==> config.mk <==
export PLATFORM = sky130hd
export DESIGN_NAME = dual_temp_average_hysteresis_ctrl_flat
export DESIGN_NICKNAME = d
export VERILOG_FILES = /design/src/rtl/dtah_pkg.sv /design/src/rtl/dtah_ifs.sv /design/src/rtl/dtah_avg.sv /design/src/rtl/dtah_hyst.sv /design/src/rtl/dual_temp_average_hysteresis_ctrl.sv /design/src/flat_wrapper.sv
export SDC_FILE = /design/constraint.sdc
export NUM_CORES = 1
export LEC_CHECK = 0
export BUFFER_PORTS_ARGS = -buffer_cell sky130_fd_sc_hd__buf_2
export CAP_MARGIN = 20
export CORE_ASPECT_RATIO = 1.4
export CORE_UTILIZATION = 45
export DETAILED_ROUTE_END_ITERATION = 16
export SETUP_SLACK_MARGIN = 0.1
export SKIP_CTS_REPAIR_TIMING = 1
export SLEW_MARGIN = 20
export SYNTH_ARGS = -nofsm -noshare
export SYNTH_HDL_FRONTEND = slang
export SYNTH_SLANG_ARGS = --single-unit
==> constraint.sdc <==
create_clock -name clk -period 22.8 [get_ports clk]
set_input_delay 0 -clock clk [delete_from_list [all_inputs] [get_ports clk]]
set_output_delay 0 -clock clk [all_outputs]
set_load 0.01 [all_outputs]
==> src/rtl/dtah_pkg.sv <==
// Package for the dual-channel averaging thermostat.
// Holds widths, the averaging window, the Q0.24 reciprocal, register codes and shared types.
// No dependencies.
package dtah_pkg;

	localparam int SAMPLES  = 100;
	localparam int SAMPLE_W = 10;
	localparam int TEMP_W   = 8;
	localparam int SUM_W    = 17;
	localparam int CNT_W    = 7;
	localparam int CFG_W    = 8;
	localparam int IDX_W    = 2;
	localparam int FRAC_W   = 24;
	localparam int RECIP_W  = 24;
	localparam int PROD_W   = SUM_W + RECIP_W;

	// ceil(2^24 * 1000 / (2046 * SAMPLES))
	localparam longint unsigned RECIP_NUM = 64'd16777216000;
	localparam longint unsigned RECIP_DEN = 64'd2046 * SAMPLES;
	localparam longint unsigned RECIP_VAL = (RECIP_NUM + RECIP_DEN - 64'd1) / RECIP_DEN;
	localparam logic [RECIP_W-1:0] RECIP = RECIP_VAL[RECIP_W-1:0];

	localparam logic [CNT_W:0]  WINDOW_LEN = SAMPLES[CNT_W:0];
	localparam logic [CFG_W-1:0] HIGH_LIMIT_RST = 8'd40;
	localparam logic [CFG_W-1:0] LOW_LIMIT_RST  = 8'd35;
	localparam logic [TEMP_W-1:0] TEMP_MAX      = '1;

	typedef enum logic [IDX_W-1:0] {
		REG_HIGH_LIMIT = 2'd0,
		REG_LOW_LIMIT  = 2'd1
	} cfg_idx_t;

	// Held temperatures after the window update of one request.
	typedef struct packed {
		logic [TEMP_W-1:0] temp_a;
		logic [TEMP_W-1:0] temp_b;
		logic              changed;
	} temps_t;

	// Heater and alarm drive after the hysteresis update.
	typedef struct packed {
		logic heater_on;
		logic alarm_on;
	} drive_t;

endpackage

==> src/rtl/dtah_ifs.sv <==
// Valid/ready channel interfaces for the thermostat: sample pairs in, results out.
// Depends on dtah_pkg for field widths.
interface dtah_sample_if;
	logic                          valid;
	logic                          ready;
	logic [dtah_pkg::SAMPLE_W-1:0] sample_a;
	logic [dtah_pkg::SAMPLE_W-1:0] sample_b;

	modport source (output valid, sample_a, sample_b, input ready);
	modport sink   (input valid, sample_a, sample_b, output ready);
endinterface

interface dtah_result_if;
	logic                        valid;
	logic                        ready;
	logic [dtah_pkg::TEMP_W-1:0] temp_a;
	logic [dtah_pkg::TEMP_W-1:0] temp_b;
	logic                        heater_on;
	logic                        alarm_on;
	logic                        changed;

	modport source (output valid, temp_a, temp_b, heater_on, alarm_on, changed, input ready);
	modport sink   (input valid, temp_a, temp_b, heater_on, alarm_on, changed, output ready);
endinterface

==> src/rtl/dtah_avg.sv <==
// Window accumulators and degree conversion for both channels.
// Depends on dtah_pkg (widths, window length, reciprocal, temps_t).
module dtah_avg (
	input  logic                          clk,
	input  logic                          arst_n,
	input  logic                          step,
	input  logic [dtah_pkg::SAMPLE_W-1:0] sample_a,
	input  logic [dtah_pkg::SAMPLE_W-1:0] sample_b,
	output dtah_pkg::temps_t              temps
);

	logic [dtah_pkg::SUM_W-1:0]  sum_a_q, sum_b_q;
	logic [dtah_pkg::CNT_W-1:0]  cnt_q;
	logic [dtah_pkg::TEMP_W-1:0] held_a_q, held_b_q;

	logic [dtah_pkg::SUM_W-1:0]  sum_a_nx, sum_b_nx;
	logic [dtah_pkg::CNT_W:0]    cnt_inc;
	logic                        last;
	logic [dtah_pkg::PROD_W-1:0] prod_a, prod_b;
	logic [dtah_pkg::PROD_W-dtah_pkg::FRAC_W-1:0] deg_a, deg_b;
	logic [dtah_pkg::TEMP_W-1:0] sat_a, sat_b;

	always_comb begin
		sum_a_nx = sum_a_q + {{(dtah_pkg::SUM_W-dtah_pkg::SAMPLE_W){1'b0}}, sample_a};
		sum_b_nx = sum_b_q + {{(dtah_pkg::SUM_W-dtah_pkg::SAMPLE_W){1'b0}}, sample_b};
		cnt_inc  = {1'b0, cnt_q} + {{dtah_pkg::CNT_W{1'b0}}, 1'b1};
		last     = (cnt_inc >= dtah_pkg::WINDOW_LEN);

		prod_a = {{dtah_pkg::RECIP_W{1'b0}}, sum_a_nx} *
			{{dtah_pkg::SUM_W{1'b0}}, dtah_pkg::RECIP};
		prod_b = {{dtah_pkg::RECIP_W{1'b0}}, sum_b_nx} *
			{{dtah_pkg::SUM_W{1'b0}}, dtah_pkg::RECIP};
		deg_a  = prod_a[dtah_pkg::PROD_W-1:dtah_pkg::FRAC_W];
		deg_b  = prod_b[dtah_pkg::PROD_W-1:dtah_pkg::FRAC_W];
		// clamp to the 8-bit degree range
		sat_a  = (deg_a > {{(dtah_pkg::PROD_W-dtah_pkg::FRAC_W-dtah_pkg::TEMP_W){1'b0}},
			dtah_pkg::TEMP_MAX}) ? dtah_pkg::TEMP_MAX : deg_a[dtah_pkg::TEMP_W-1:0];
		sat_b  = (deg_b > {{(dtah_pkg::PROD_W-dtah_pkg::FRAC_W-dtah_pkg::TEMP_W){1'b0}},
			dtah_pkg::TEMP_MAX}) ? dtah_pkg::TEMP_MAX : deg_b[dtah_pkg::TEMP_W-1:0];

		temps.temp_a  = last ? sat_a : held_a_q;
		temps.temp_b  = last ? sat_b : held_b_q;
		temps.changed = last && ((sat_a != held_a_q) || (sat_b != held_b_q));
	end

	always_ff @(posedge clk or negedge arst_n) begin
		if (!arst_n) begin
			sum_a_q  <= '0;
			sum_b_q  <= '0;
			cnt_q    <= '0;
			held_a_q <= '0;
			held_b_q <= '0;
		end else if (step) begin
			if (last) begin
				sum_a_q  <= '0;
				sum_b_q  <= '0;
				cnt_q    <= '0;
				held_a_q <= sat_a;
				held_b_q <= sat_b;
			end else begin
				sum_a_q <= sum_a_nx;
				sum_b_q <= sum_b_nx;
				cnt_q   <= cnt_inc[dtah_pkg::CNT_W-1:0];
			end
		end
	end

`ifndef SYNTHESIS
	a_cnt_in_window: assert property (@(posedge clk) disable iff (!arst_n)
		({1'b0, cnt_q} < dtah_pkg::WINDOW_LEN))
		else $error("window count left the window");
	a_changed_moves_held: assert property (@(posedge clk) disable iff (!arst_n)
		(step && temps.changed) |=>
		((held_a_q != $past(held_a_q)) || (held_b_q != $past(held_b_q))))
		else $error("changed flagged but held temperatures did not move");
	a_idle_holds_sums: assert property (@(posedge clk) disable iff (!arst_n)
		!step |=> ($stable(sum_a_q) && $stable(sum_b_q) && $stable(cnt_q)))
		else $error("accumulators moved without a request");
`endif

endmodule

==> src/rtl/dtah_hyst.sv <==
// Hysteresis heater control and over-temperature alarm.
// Depends on dtah_pkg (temps_t, drive_t, widths).
module dtah_hyst (
	input  logic                       clk,
	input  logic                       arst_n,
	input  logic                       step,
	input  dtah_pkg::temps_t           temps,
	input  logic [dtah_pkg::CFG_W-1:0] high_limit,
	input  logic [dtah_pkg::CFG_W-1:0] low_limit,
	output dtah_pkg::drive_t           drive
);

	logic heater_q, alarm_q;
	logic over, under, below;

	always_comb begin
		over  = (temps.temp_a > high_limit) || (temps.temp_b > high_limit);
		under = (temps.temp_a < low_limit) && (temps.temp_b < low_limit);
		below = (temps.temp_a < high_limit) && (temps.temp_b < high_limit);
		drive.heater_on = heater_q;
		drive.alarm_on  = alarm_q;
		if (over) begin
			drive.heater_on = 1'b0;
			drive.alarm_on  = 1'b1;
		end else if (under) begin
			drive.heater_on = 1'b1;
		end else if (below) begin
			drive.alarm_on = 1'b0;
		end
	end

	always_ff @(posedge clk or negedge arst_n) begin
		if (!arst_n) begin
			heater_q <= 1'b0;
			alarm_q  <= 1'b0;
		end else if (step) begin
			heater_q <= drive.heater_on;
			alarm_q  <= drive.alarm_on;
		end
	end

`ifndef SYNTHESIS
	a_alarm_needs_over: assert property (@(posedge clk) disable iff (!arst_n)
		$rose(alarm_q) |-> $past(step && over))
		else $error("alarm raised without an over-limit temperature");
	a_heater_needs_under: assert property (@(posedge clk) disable iff (!arst_n)
		$rose(heater_q) |-> $past(step && under && !over))
		else $error("heater switched on outside the low band");
`endif

endmodule

==> src/rtl/dual_temp_average_hysteresis_ctrl.sv <==
// Top level of the dual-channel averaging thermostat with alarm.
// Depends on dtah_pkg, dtah_ifs (channel interfaces), dtah_avg and dtah_hyst.
//
// Usage:
//   samples : valid/ready channel, one request = one pair of 10-bit ADC readings.
//   results : valid/ready channel, one result per request: held temperatures a/b,
//             heater and alarm drive, and a changed flag on window ends.
//   cfg_*   : write-only register port, index 0 = high limit, index 1 = low limit;
//             other indexes are dropped. Write only while no request is in flight.
// Every SAMPLES requests close a window: the sums go through the Q0.24 reciprocal,
// clamp at 255 and become the new held temperatures; hysteresis runs on every request.
// Timing: an input register then one compute pass into the result register. A request
// accepted into the input register is loaded into the result register when the pipe next
// advances, and results.valid rises then. One request per cycle is sustained while
// results.ready stays high; the limit is the accumulate/multiply/compare loop on the
// window state, which is combinational between its registers.
// Stall: while a result is pending, samples.ready follows results.ready; when the
// receiver holds ready low, the result register holds and the whole pipe freezes.
// Reset: arst_n clears sums, window count, held temperatures, heater and alarm, and
// loads the limits with 40 and 35 degrees.
module dual_temp_average_hysteresis_ctrl (
	input  logic                           clk,
	input  logic                           arst_n,
	dtah_sample_if.sink                    samples,
	dtah_result_if.source                  results,
	input  logic                           cfg_we,
	input  logic [dtah_pkg::IDX_W-1:0]     cfg_index,
	input  logic [dtah_pkg::CFG_W-1:0]     cfg_data
);

	logic [dtah_pkg::CFG_W-1:0] high_limit_q, low_limit_q;

	// input register stage
	logic                          valid_s1;
	logic [dtah_pkg::SAMPLE_W-1:0] sample_a_s1, sample_b_s1;

	// result register stage
	logic                        valid_s2;
	logic [dtah_pkg::TEMP_W-1:0] temp_a_s2, temp_b_s2;
	logic                        heater_s2, alarm_s2, changed_s2;

	logic             advance;
	logic             step;
	dtah_pkg::temps_t temps;
	dtah_pkg::drive_t drive;

	// Advance whenever the result slot is empty or being drained this cycle.
	assign advance       = !valid_s2 || results.ready;
	assign step          = advance && valid_s1;
	assign samples.ready = advance;

	// Limit registers: decode the index, drop unknown codes.
	always_ff @(posedge clk or negedge arst_n) begin
		if (!arst_n) begin
			high_limit_q <= dtah_pkg::HIGH_LIMIT_RST;
			low_limit_q  <= dtah_pkg::LOW_LIMIT_RST;
		end else if (cfg_we) begin
			case (cfg_index)
				dtah_pkg::REG_HIGH_LIMIT: high_limit_q <= cfg_data;
				dtah_pkg::REG_LOW_LIMIT:  low_limit_q  <= cfg_data;
				default: ;
			endcase
		end
	end

	// Capture the incoming request.
	always_ff @(posedge clk or negedge arst_n) begin
		if (!arst_n) begin
			valid_s1 <= 1'b0;
		end else if (advance) begin
			valid_s1 <= samples.valid;
		end
	end

	always_ff @(posedge clk) begin
		if (advance && samples.valid) begin
			sample_a_s1 <= samples.sample_a;
			sample_b_s1 <= samples.sample_b;
		end
	end

	// Window accumulation and conversion; window state advances on step.
	dtah_avg u_avg (
		.clk      (clk),
		.arst_n   (arst_n),
		.step     (step),
		.sample_a (sample_a_s1),
		.sample_b (sample_b_s1),
		.temps    (temps)
	);

	// Heater/alarm decision on the freshly updated held temperatures.
	dtah_hyst u_hyst (
		.clk        (clk),
		.arst_n     (arst_n),
		.step       (step),
		.temps      (temps),
		.high_limit (high_limit_q),
		.low_limit  (low_limit_q),
		.drive      (drive)
	);

	// Result register: load on step, hold while stalled.
	always_ff @(posedge clk or negedge arst_n) begin
		if (!arst_n) begin
			valid_s2 <= 1'b0;
		end else if (advance) begin
			valid_s2 <= valid_s1;
		end
	end

	always_ff @(posedge clk) begin
		if (step) begin
			temp_a_s2  <= temps.temp_a;
			temp_b_s2  <= temps.temp_b;
			heater_s2  <= drive.heater_on;
			alarm_s2   <= drive.alarm_on;
			changed_s2 <= temps.changed;
		end
	end

	assign results.valid     = valid_s2;
	assign results.temp_a    = temp_a_s2;
	assign results.temp_b    = temp_b_s2;
	assign results.heater_on = heater_s2;
	assign results.alarm_on  = alarm_s2;
	assign results.changed   = changed_s2;

`ifndef SYNTHESIS
	a_s1_held_on_stall: assert property (@(posedge clk) disable iff (!arst_n)
		(valid_s1 && !advance) |=> (valid_s1 && $stable(sample_a_s1) && $stable(sample_b_s1)))
		else $error("pending request dropped while stalled");
	a_step_fills_result: assert property (@(posedge clk) disable iff (!arst_n)
		step |=> valid_s2)
		else $error("processed request produced no result");
	a_no_step_when_full: assert property (@(posedge clk) disable iff (!arst_n)
		(valid_s2 && !results.ready) |-> !step)
		else $error("window state advanced while result slot blocked");
`endif

endmodule

==> src/flat_wrapper.sv <==
// flat-port wrapper written by rule: the top's interface ports become plain ports
module dual_temp_average_hysteresis_ctrl_flat 
  (clk, arst_n, cfg_we, cfg_index, cfg_data, samples_valid, samples_sample_a, samples_sample_b, samples_ready, results_valid, results_temp_a, results_temp_b, results_heater_on, results_alarm_on, results_changed, results_ready);
  dtah_sample_if samples_i ();
  dtah_result_if results_i ();
  input  logic clk;
  input  logic arst_n;
  input  logic cfg_we;
  input  logic [dtah_pkg::IDX_W-1:0] cfg_index;
  input  logic [dtah_pkg::CFG_W-1:0] cfg_data;
  input wire logic [$bits(samples_i.valid)-1:0] samples_valid;
  input wire logic [$bits(samples_i.sample_a)-1:0] samples_sample_a;
  input wire logic [$bits(samples_i.sample_b)-1:0] samples_sample_b;
  output wire logic [$bits(samples_i.ready)-1:0] samples_ready;
  output wire logic [$bits(results_i.valid)-1:0] results_valid;
  output wire logic [$bits(results_i.temp_a)-1:0] results_temp_a;
  output wire logic [$bits(results_i.temp_b)-1:0] results_temp_b;
  output wire logic [$bits(results_i.heater_on)-1:0] results_heater_on;
  output wire logic [$bits(results_i.alarm_on)-1:0] results_alarm_on;
  output wire logic [$bits(results_i.changed)-1:0] results_changed;
  input wire logic [$bits(results_i.ready)-1:0] results_ready;
  assign samples_i.valid = samples_valid;
  assign samples_i.sample_a = samples_sample_a;
  assign samples_i.sample_b = samples_sample_b;
  assign samples_ready = samples_i.ready;
  assign results_valid = results_i.valid;
  assign results_temp_a = results_i.temp_a;
  assign results_temp_b = results_i.temp_b;
  assign results_heater_on = results_i.heater_on;
  assign results_alarm_on = results_i.alarm_on;
  assign results_changed = results_i.changed;
  assign results_i.ready = results_ready;
  dual_temp_average_hysteresis_ctrl u_core (.clk(clk), .arst_n(arst_n), .samples(samples_i), .results(results_i), .cfg_we(cfg_we), .cfg_index(cfg_index), .cfg_data(cfg_data));
endmodule
# Yosys cells after proc, flatten, opt, wreduce, memory -nomap -nowiden
# Cells that the tools add are included.
# word_totals
reg_bits	116
out_inout_bits	21
word_cells	58
# classes
addsub	3
n_mul	2
n_lt_le_gt_ge	9
eq_ne	3
mux	11
n_reduce_logical	12
# op_table
operator	count
multiplier 17 x 17 -> 34 bit, second input constant	2
adder 17 x 10 -> 17 bit	2
2-to-1 mux 17 bit	2
< comparator 8 bit	4
2-to-1 mux 8 bit	4
greater-than comparator 10 x 8 -> 1 bit, second input constant	2
greater-than comparator 8 bit	2
!= test 8 bit	2
adder 7 x 1 -> 8 bit, second input constant	1
>= comparator 8 x 7 -> 1 bit, second input constant	1
2-to-1 mux 7 bit	1
logical AND 1 bit	5
AND reduction 2 bit	2
logical OR 1 bit	3
2-to-1 mux 1 bit	3
equality test 2 x 1 -> 1 bit, second input constant	1
logical NOT 2 bit	1
2-to-1 mux 2 bit	1
logical NOT 1 bit	1

# Longest topological paths before layout
# depth
depth_word	10
mapped_depth	41
mapped_depth_nobuf	40

# Cells and area by module
# Synthesis repeated with hierarchy kept, for this count alone.
# hier_totals
hier_cells	1406
area_unflattened_um2	13436.6
# by_module_without_submodules
module	instances	cells_per_inst	area_per_inst_um2
dtah_avg	1	1222	10705.3
dual_temp_average_hysteresis_ctrl	1	80	1874.3
dtah_hyst	1	104	857.1

# Worst setup path after synthesis
# Ideal clock, no wire load.
# synth_path
path_kind	register -> register
startpoint	register u_core.u_avg.sum_b_q[0] (netlist bit)
endpoint	register u_core.alarm_s2, in the netlist u_core.results.alarm_on, data pin
setup_time_ps	260
arrival_ps	7952
t_required_ps	22540
slack_ps	14588
path_stages_with_launch	38
n_path_buf	1
synth_period_minus_slack_ps	8212
path_cell_list	dfrtp_1 ha_1 inv_1 fa_1 nand2b_1 a21oi_1 o21ai_0 a21boi_0 o21ai_0 a21boi_0 o21ai_0 a211oi_1 xor2_1 ha_1 ha_1 inv_1 fa_1 inv_1 [... 2 more ...] ha_1 nand4_1 or3_1 nor4b_1 a21oi_1 nor3_1 o211ai_1 clkbuf_1 o22a_1 ha_1 a21o_1 a21o_1 a21oi_1 o21ai_0 o21ai_0 and2_1 inv_1 a2bb2oi_1
# synth_lines
element	line_no	text
start: declaration	dtah_avg.sv:12	logic [dtah_pkg::SUM_W-1:0] sum_a_q, sum_b_q;
start signal: assignment	dtah_avg.sv:62	sum_b_q <= sum_b_nx;
end signal: assignment	dual_temp_average_hysteresis_ctrl.sv:117	alarm_s2 <= drive.alarm_on;
end: declaration	dual_temp_average_hysteresis_ctrl.sv:40	logic heater_s2, alarm_s2, changed_s2;

==> summary.log <==
qor: outcome.outcome finished clean
qor: yosys.postSynthAreaPerCell 9.201 sq um
qor: detailed_routing.drtIter0Drc 502
qor: clock_network.worst_skew_pair_latency 0.43 ns
qor: detailed_routing.avgViaCountPerCell 5.634
qor: worst_setup_path.critPathKind reg2reg
qor: job.cap_violations 0
qor: final_layout.antenna_cells 0
qor: final_layout.layout.area.seq 0.003104 sq mm
qor: final_layout.final.fill_count 2733
qor: sta.grt_setup_unrepaired false
qor: sta.clock_skew 0.007328 ns
qor: worst_setup_path.crit_path_top_delay_cell sky130_fd_sc_hd__o41ai_2
qor: global_route.grt.total_usage 22.80%
qor: yosys.synth_edf_count 39
qor: global_route.antenna_found_initial 0
qor: sta.setup_viol_count_final 0
qor: sta.slew_headroom 33.36%
qor: final_layout.syn2layout_area_growth 12.35%
qor: placed_design.place.gp.congestion 0.8878
qor: yosys.net_count_of_the_mapped_netlist 1825
qor: die.start_util 46.10%
qor: sta.worst_slack 12.99 ns
qor: sta.worst_slew_pin_slew 0.9959 ns
qor: detailed_routing.postRouteAntennaNets 0
qor: worst_setup_path.top_cell_family_by_delay_on_the_critical_path compound AO/OA/AOI/OAI gates
qor: detailed_routing.drt_pass1_iterations 9
qor: yosys.synthesis.area 0.01322 sq mm
qor: worst_setup_path.endpoint_kind register
qor: clock_network.cts_tree yes
qor: worst_setup_path.critPathBufInv 4
qor: placed_design.dpl.hpwl 27470 um
qor: clock_network.cts.sink_count 116
qor: clock_network.cts_buffers 17
qor: worst_setup_path.cp.arrival 9.99 ns
qor: yosys.cell_count_after_synthesis 1437
qor: final_layout.mostFrequentLayoutCells sky130_fd_sc_hd__ha_1 (309), sky130_fd_sc_hd__inv_1 (158), sky130_fd_sc_hd__nand2_1 (139)
qor: die.ioPinCount 56
qor: sta.final.min_clock_period 9.813 ns
qor: placed_design.portBuffers 55
qor: detailed_routing.post_drt_wl_per_cell 17.70 um
qor: final_layout.most_common_library_cell_in_the_layout_ignoring_fill_and_taps sky130_fd_sc_hd__ha_1
qor: sta.fin_hold_ws 0.03185 ns
qor: yosys.synthArstFlopShare 66.38%
qor: worst_setup_path.crit_path_max_incr_delay 0.51 ns
qor: yosys.synth.yosys.seq_area_share 23.48%
qor: sta.highest_clock_rate 101.9 MHz
qor: yosys.yosys_register_bits 116
qor: sta.final-hold-violation-count 0
qor: global_route.grt_remaining_overflow 0
qor: worst_setup_path.worstPathMaxFanout 7
qor: sta.fin_tns_setup 0 ns
qor: die.coreArea 0.02868 sq mm
qor: clock_network.cts.path.max_buffers 2
qor: worst_setup_path.required_time_reported_for_the_critical_path_endpoint 22.98 ns
qor: sta.fin_crit_sh 43.04%
qor: yosys.netlist-cell-type-count 79
qor: detailed_routing.vias 10744
qor: placed_design.dp_worst_setup_slack 13.09 ns
qor: min_path.hold_crit_class in2reg
qor: die.placement_rows 73
qor: clock_network.htree_levels 4
qor: clock_network.clkSlewWorstSetupHoldPaths 0.06 ns
qor: final_layout.area_of_the_multi_input_gates 0.009417 sq mm
qor: die.die_width 146.9 um
qor: yosys.synth.top_cells.by_area sky130_fd_sc_hd__ha_1 (29%), sky130_fd_sc_hd__dfrtp_1 (14%), sky130_fd_sc_hd__edfxtp_1 (8.9%)
qor: die.die_area 0.03008 sq mm
qor: yosys.synth_top_area_share 29.24%
qor: yosys.yosys_warnings 0
qor: detailed_routing.drt_drc_violations_left 0
qor: yosys.synth_top_area_cell sky130_fd_sc_hd__ha_1
qor: global_route.grt_start_max_net_pins 63
qor: die.chipHeight 204.8 um
qor: clock_network.cts.root.buffer_cell sky130_fd_sc_hd__clkbuf_16
qor: final_layout.final_layout_size_suffix_gt1_share 8.486%
qor: final_layout.fin_util 51.79%
qor: final_layout.final_stage_net_count 1907
qor: sta.slew_viol_final 0
qor: detailed_routing.drt_wl_total 33750 um
qor: global_route.first_pass_grt_wire_length 53700 um
qor: worst_setup_path.start_kind register
qor: global_route.vias_in_the_first_global_route 10345
qor: yosys.postSynth.topFlopCell sky130_fd_sc_hd__dfrtp_1
## cells in the mapped netlist (5+ instances only)
cell                        count
sky130_fd_sc_hd__nor2b_1        8
sky130_fd_sc_hd__and3_1        12
sky130_fd_sc_hd__nand2_1      140
sky130_fd_sc_hd__clkbuf_1      27
sky130_fd_sc_hd__dfrtp_1       72
sky130_fd_sc_hd__mux2_2        15
sky130_fd_sc_hd__nor2_1        66
sky130_fd_sc_hd__a21o_1        22
sky130_fd_sc_hd__ha_1         309
sky130_fd_sc_hd__o21bai_1       6
sky130_fd_sc_hd__xor2_1        25
sky130_fd_sc_hd__a22o_1         9
sky130_fd_sc_hd__and2_1        13
sky130_fd_sc_hd__a31oi_1       21
sky130_fd_sc_hd__xnor2_1       37
sky130_fd_sc_hd__o211ai_1      14
sky130_fd_sc_hd__or3_1          6
sky130_fd_sc_hd__a2111oi_0      5
sky130_fd_sc_hd__a211oi_1       9
sky130_fd_sc_hd__edfxtp_1      39
sky130_fd_sc_hd__fa_1          44
sky130_fd_sc_hd__a211o_1        6
sky130_fd_sc_hd__inv_1        158
sky130_fd_sc_hd__o21ai_0      104
sky130_fd_sc_hd__nand4_1       16
sky130_fd_sc_hd__o31ai_1       13
sky130_fd_sc_hd__dfstp_2        5
sky130_fd_sc_hd__o21a_1        10
sky130_fd_sc_hd__a21boi_0       6
sky130_fd_sc_hd__nor3_1        13
sky130_fd_sc_hd__nand3_1       20
sky130_fd_sc_hd__a21oi_1       87
sky130_fd_sc_hd__nand2b_1      14
## area by class of cell
class / count / share of cell area (%)
clock inverters: 14 / 1.196
flip-flops and latches: 116 / 20.90
clock buffers: 18 / 2.957
inverters: 161 / 4.068
multi-input cells: 1130 / 63.39
well taps: 375 / 3.159
repair buffers: 93 / 4.330
## through the flow
stage | area (sq um) | cells
2_1_floorplan | 13220 | 1437
3_3_place_gp | 13920 | 1843
3_5_place_dp | 13920 | 1843
4_1_cts | 14530 | 1875
5_1_grt | 14850 | 1907
6_report | 14850 | 1907
## registers in the layout, indices dropped and copies added, names as in the netlist
name / count
u_core.u_avg.sum_a_q: 17
u_core.u_avg.sum_b_q: 17
u_core.sample_a_s1: 10
u_core.sample_b_s1: 10
u_core.high_limit_q: 8
u_core.low_limit_q: 8
u_core.results.temp_a: 8
u_core.results.temp_b: 8
u_core.u_avg.held_a_q: 8
u_core.u_avg.held_b_q: 8
u_core.u_avg.cnt_q: 7
u_core.results.alarm_on: 1
u_core.results.changed: 1
u_core.results.heater_on: 1
u_core.results.valid: 1
u_core.u_hyst.alarm_q: 1
u_core.u_hyst.heater_q: 1
u_core.valid_s1: 1
## worst reg2reg max path: cells and delay by family, from the launching register on
kind,cells,cell delay (ns)
compound gates,16,3.86
fa+ha+maj,9,3.02
simple gates,8,1.40
xor+xnor,2,0.70
flops,1,0.34
buf+inv,4,0.22
## cell families (layout without fill, tap and decap cells)
| kind of cell | Yosys count | after routing | share of synthesized area [%] |
|---|---|---|---|
| DFF | 116 | 116 | 23.48 |
| adders and majority gates | 353 | 353 | 35.90 |
| and+or+nand+nor | 333 | 333 | 11.79 |
| AOI/OAI and AO/OA | 363 | 363 | 17.72 |
| buffers and inverters | 191 | 286 | 5.423 |
| xor gates and xnor gates | 62 | 62 | 4.107 |
| muxes | 19 | 19 | 1.580 |
## metal layers
metal,track usage (%),up-vias,routed length (um)
met5,0,-,0
met4,5.655,0,410
met3,2.428,25,712
met2,41.47,165,17640
met1,28.53,5209,14980
li1,-,5345,-
## final timing paths
path                                         start                 endpoint  slack [ns]  cells after the start
max                        u_core.u_avg.sum_a_q[0]  u_core.results.alarm_on       12.99                     39
min                                   cfg_index[1]   u_core.high_limit_q[5]        0.03                      5
max reg2reg                u_core.u_avg.sum_a_q[0]  u_core.results.alarm_on       12.99                     39
min reg2reg                u_core.u_avg.sum_b_q[2]  u_core.u_avg.sum_b_q[2]        0.49                      2
max in group asynchronous                   arst_n   u_core.high_limit_q[4]       21.61                      3
min in group asynchronous                   arst_n   u_core.high_limit_q[5]        0.09                      2
Power is not shown: default switching activity piles up to over one toggle a cycle in this logic, so the estimate is an artifact.
